`config.mk`:
```
export PLATFORM = sky130hd
export DESIGN_NAME = wrhf_ctrl
export DESIGN_NICKNAME = d
export VERILOG_FILES = /design/src/wrhf_pkg.sv /design/src/wrhf_ctrl.sv
export SDC_FILE = /design/constraint.sdc
export NUM_CORES = 1
export LEC_CHECK = 0
export BUFFER_PORTS_ARGS = -buffer_cell sky130_fd_sc_hd__clkbuf_2
export CORE_MARGIN = 2
export CORE_UTILIZATION = 52
export CTS_CLUSTER_SIZE = 12
export DETAILED_ROUTE_END_ITERATION = 10
export MAX_ROUTING_LAYER = met4
export PLACE_DENSITY_LB_ADDON = 0.15
export SLEW_MARGIN = 15
export SYNTH_ARGS = -nofsm -noshare
export SYNTH_HDL_FRONTEND = slang
export SYNTH_SLANG_ARGS = --single-unit
```
`constraint.sdc`:
```
create_clock -name clk -period 1.8 [get_ports clk]
set_input_delay 0.18 -clock clk [delete_from_list [all_inputs] [get_ports clk]]
set_output_delay 0.18 -clock clk [all_outputs]
set_load 0.03 [all_outputs]
```
`src/wrhf_pkg.sv`:
```
package wrhf_pkg;

  typedef enum logic [1:0] {
    ACT_SPAWN  = 2'd0,
    ACT_STEP   = 2'd1,
    ACT_LOOKUP = 2'd2,
    ACT_NONE   = 2'd3
  } action_t;

  localparam int unsigned CFG_ENABLE  = 0;
  localparam int unsigned CFG_TEXLOG  = 1;
  localparam int unsigned CFG_IDX_W   = 1;
  localparam int unsigned CFG_DATA_W  = 3;

  localparam int unsigned ACTION_W   = 2;
  localparam int unsigned POS_W      = 7;
  localparam int unsigned STRENGTH_W = 10;
  localparam int unsigned HEIGHT_W   = 16;
  localparam int unsigned TEXEL_W    = 14;

  typedef struct packed {
    logic [ACTION_W-1:0]   action;
    logic [POS_W-1:0]      pos_x;
    logic [POS_W-1:0]      pos_y;
    logic [STRENGTH_W-1:0] strength;
  } req_t;

  typedef struct packed {
    logic signed [HEIGHT_W-1:0] height;
    logic [TEXEL_W-1:0]         texel_index;
  } rsp_t;

  typedef enum logic [3:0] {
    ST_CLEAR,
    ST_IDLE,
    ST_SP_RD,
    ST_SP_WAIT,
    ST_SP_WR,
    ST_STEP_RD,
    ST_STEP_WAIT,
    ST_STEP_WR,
    ST_LK_RD,
    ST_LK_WAIT,
    ST_LK_CALC,
    ST_OUT
  } state_t;

  // Datapath commands.
  typedef enum logic [3:0] {
    OP_NONE,
    OP_CLR_WR,
    OP_LATCH,
    OP_SP_RD,
    OP_SP_WR,
    OP_ST_RD,
    OP_ST_CAP,
    OP_ST_WR,
    OP_SWAP,
    OP_LK_RD,
    OP_LK_CALC,
    OP_ZERO
  } op_t;

  typedef struct packed {
    op_t op;
  } ctrl_t;

  typedef struct packed {
    logic last;
  } stat_t;

endpackage

```
`src/wrhf_ctrl.sv`:
```
module wrhf_ctrl (
  input  logic               clk,
  input  logic               rst_n,
  input  logic               in_valid,
  output logic               in_ready,
  input  logic [1:0]         action,
  input  logic               enable,
  output logic               out_valid,
  input  logic               out_ready,
  output wrhf_pkg::ctrl_t    ctrl,
  input  wrhf_pkg::stat_t    stat
);
  import wrhf_pkg::*;

  state_t state_r, state_nxt;
  logic [2:0] sub_r, sub_nxt;

  always_ff @(posedge clk) begin
    if (!rst_n) begin
      state_r <= ST_CLEAR;
      sub_r   <= '0;
    end else begin
      state_r <= state_nxt;
      sub_r   <= sub_nxt;
    end
  end

  always_comb begin
    state_nxt = state_r;
    sub_nxt   = sub_r;
    unique case (state_r)
      ST_CLEAR:     if (stat.last) state_nxt = ST_IDLE;
      ST_IDLE: begin
        sub_nxt = '0;
        if (in_valid) begin
          priority if (action == ACT_SPAWN && enable) state_nxt = ST_SP_RD;
          else if (action == ACT_STEP && enable)      state_nxt = ST_STEP_RD;
          else if (action == ACT_LOOKUP)              state_nxt = ST_LK_RD;
          else                                        state_nxt = ST_OUT;
        end
      end
      ST_SP_RD:     state_nxt = ST_SP_WAIT;
      ST_SP_WAIT:   state_nxt = ST_SP_WR;
      ST_SP_WR: begin
        sub_nxt = sub_r + 3'd1;
        state_nxt = (sub_r == 3'd4) ? ST_OUT : ST_SP_RD;
      end
      ST_STEP_RD: begin
        sub_nxt = sub_r + 3'd1;
        if (sub_r == 3'd4) state_nxt = ST_STEP_WAIT;
      end
      ST_STEP_WAIT: state_nxt = ST_STEP_WR;
      ST_STEP_WR: begin
        sub_nxt = '0;
        state_nxt = stat.last ? ST_OUT : ST_STEP_RD;
      end
      ST_LK_RD:     state_nxt = ST_LK_WAIT;
      ST_LK_WAIT:   state_nxt = ST_LK_CALC;
      ST_LK_CALC:   state_nxt = ST_OUT;
      ST_OUT:       if (out_ready) state_nxt = ST_IDLE;
      default:      state_nxt = ST_IDLE;
    endcase
  end

  always_comb begin
    ctrl.op   = OP_NONE;
    in_ready  = 1'b0;
    out_valid = 1'b0;
    unique case (state_r)
      ST_CLEAR:     ctrl.op = OP_CLR_WR;
      ST_IDLE: begin
        in_ready = 1'b1;
        if (in_valid) ctrl.op = OP_LATCH;
      end
      ST_SP_RD:     ctrl.op = OP_SP_RD;
      ST_SP_WAIT:   ctrl.op = OP_SP_RD;
      ST_SP_WR:     ctrl.op = OP_SP_WR;
      ST_STEP_RD:   ctrl.op = (sub_r == 3'd0) ? OP_ST_RD : OP_ST_CAP;
      ST_STEP_WAIT: ctrl.op = OP_ST_CAP;
      ST_STEP_WR:   ctrl.op = stat.last ? OP_SWAP : OP_ST_WR;
      ST_LK_RD:     ctrl.op = OP_LK_RD;
      ST_LK_WAIT:   ctrl.op = OP_LK_RD;
      ST_LK_CALC:   ctrl.op = OP_LK_CALC;
      ST_OUT:       out_valid = 1'b1;
      default:      ctrl.op = OP_NONE;
    endcase
  end
endmodule

```
==> summary.md <==
| Metric | Value |
|---|---|
| Final setup viols | 0 |
| Htree depth | 1 |
| Bufs and invs on worst path | 2 |
| CORE AREA | 0.00127 mm² |
| HP Start | rst_n |
| DR vias | 730 |
| Setup TNS | 0 ns |
| Top-area cell type share of the netlist area | 0.205 |
| Critical path, cell by cell | buf_4 > and2_1 > a21oi_1 > clkbuf_2 |
| Clock Path Buffers | 2 |
| DIE AREA | 0.00162 mm² |
| Worst Max-Slew Pin Slew | 0.450 ns |
| CTS Sinks | 7 |
| 1st-pass router iterations | 4 |
| Gr ovfl total | 0 |
| Ant diodes | 0 |
| Number of global-route vias before repair | 609 |
| Post-Place Cells | 119 |
| Initial Util | 0.539 |
| Largest net degree at the start of global routing | 15 |
| Arr. time, crit path | 1.49 ns |
| Antenna violations before repair | 0 |
| Synth Instances | 92 |
| Syn_area_per_cell | 7.44 µm² |
| Hold Path Depth | 3 |
| Delay-heaviest family, CP | buffers and inverters |
| Yosys top cell by area | dfxtp_1 |
| Slew headroom | 0.696 |
| Slew Viols, Final | 0 |
| Worst R2R Path Depth | 4 |
| Root buffer cell | clkbuf_4 |
| Most frequent cells after synthesis | 10 x nor2_1, 7 x dfxtp_1, 6 x inv_1, 6 x nand2_1, 6 x nand2b_1 |
| Count leader, synth | nor2_1 |
| RSZ-0062 raised after global routing | no |
| Status | finished, final reports clean |
| Post-synthesis net count | 102 |
| CTS Hold Bufs | 0 |
| R2R Setup Slk | 0.35 ns |
| CP max stage delay | 0.40 ns |
| Synth top area cells | dfxtp_1 20%, nand2b_1 5.5%, nor2_1 5.5%, a31oi_1 3.7%, ha_1 3.7% |
| Setup ws final | 0.131 ns |
| Min Tclk post-route | 1.67 ns |
| Non-filler cells, final | 123 |
| Top_reg_cell synth | dfxtp_1 |
| Drt wl/cell | 14.3 µm |
| Seq/Total Area, Yosys | 0.205 |
| Drt first-iter violations | 24 |
| Crit path from | state_r[1] |
| Reg-to-Reg Start | state_r[0] |
| Pwr Total | 0.000449 W |
| Max Cap Violations | 0 |
| Clk pin slew, worst setup/hold paths | 0.06 ns |
| Clock latency on the worst-skew pair | 0.26 ns |
| Maximum vdd drop | 0.334 mV |
| Power Density | 548 mW/mm² |
| Startpoint Class | flop |
| Layout Nets | 119 |
| CP Capture Type | primary output |
| Hold Path End | state_r[0] |
| YS warnings | 0 |
| EDFF count, synth | 0 |
| Die height | 40.3 µm |
| Io pins | 14 |
| WL final | 1760 µm |
| Mapped cell area | 684 µm² |
| First-pass GRT wire length | 2750 µm |
| I/O Buffers | 13 |
| Fmax | 599 MHz |
| Row cnt | 13 |
| Reg-to-reg endpoint | state_r[3] |
| Placer Congestion | 0.845 |
| DRC | 0 |
| Synth async-reset ratio | 0 |
| Number of routed nets with antenna violations | 0 |
| Hold Crit Class | input pin to flop |
| Clock Skew | 0.00153 ns |
| Worst setup path class | flop to primary output |
| Dpl ws | 0.246 ns |
| CTS tree | done |
| Vias per std cell | 5.93 |
| P_leak | 0.342 nW |
| Area Growth Syn to Fin | 19.7% |
| Required time of the critical path | 1.62 ns |
| CP max FO | 14 |
| DPL Wire Length | 1320 µm |
| FF+latch count, synth | 7 |
| Share of layout cells above drive strength 1 | 0.296 |
| TritonCTS Buffers | 3 |
| GRT Overall Usage | 0.270 |
| Final period util | 0.927 |
| Crit-path slowest cell | dfxtp_2 |
| Post-synthesis cell type count | 40 |
| Final hold violation count | 0 |
| Die Width | 40.3 µm |
-- per-layer routing --
layer | track usage | vias up | wire (µm)
met1 | 0.333 | 341 | 800
li1 | - | 366 | -
met4 | 0.0583 | 0 | 19
met3 | 0.0833 | 4 | 68
met5 | - | - | 0
met2 | 0.431 | 19 | 870
-- layout by cell type (no fill, tap or decap), types with 2 or more instances in the layout --
master,netlist,routed
nor3_1,3,3
nand2_1,6,6
nand2b_1,6,6
dfxtp_2,0,3
o21ai_1,2,2
o22ai_1,2,2
a21oi_1,4,4
o21ai_0,4,4
a2bb2oi_1,2,2
nand3b_1,2,2
clkbuf_4,0,3
nand4_1,2,2
clkbuf_2,0,11
nor2_1,10,10
xnor2_1,2,2
inv_1,6,5
a21boi_0,2,2
buf_4,2,7
a31oi_1,4,4
dfxtp_1,7,4
-- power breakdown --
part,switching (W),internal (W)
clock,0.0000680,0.0000853
combinational,0.0000670,0.0000557
sequential,0.0000130,0.000160
total,0.000148,0.000301
-- cell families (layout without fill, tap and decap cells) --
family	Yosys count	in the layout	synth area share
xor gates and xnor gates	3	3	0.0384
buffers and inverters	12	28	0.0932
AOI/OAI and AO/OA	28	28	0.289
muxes	1	1	0.0146
adders and majority gates	2	2	0.0366
DFF	7	7	0.205
and+or+nand+nor	39	39	0.324
-- cell type report --
class / count / area (µm²)
sequential: 7 / 144
timing repair buffer: 18 / 108
fill: 119 / 449
clock buffer: 4 / 26.3
multi-input combinational: 73 / 500
tap: 15 / 18.8
inverter: 6 / 22.5
-- timing repair --
| action | CTS | global route |
|---|---|---|
| pin swaps | 0 | 1 |
| gates resized for setup | 4 | 7 |
| setup endpoints to repair | 3 | 2 |
| buffers inserted | 0 | 0 |
-- through the flow --
step                 util  instance area (µm²)  hold WS, ns
global placement    0.603                  764        0.465
detailed placement  0.603                  764        0.478
finish              0.646                  820        0.203
CTS                 0.630                  800        0.204
global route        0.646                  820        0.225
floorplan               -                  684        0.318
-- state kept, by name, summed over array words and instances (netlist names) --
signal	flops
state_r	4
sub_r	3
-- worst max-delay path by stage --
stage	slack, ns	depth (start not counted)	to
final	0.13	4	ctrl[2]
after global routing	0.03	7	ctrl[0]
after CTS	0.007	7	ctrl[0]
after detailed placement	0.25	4	state_r[3]
after global placement	0.27	5	state_r[3]
after floorplan	0.03	6	ctrl[1]
-- worst min-delay path: stages --
cell	delay, ns
clkbuf_2	0.12
o21ai_0	0.09
a31oi_1	0.04
(Power assumes the default switching activity.)
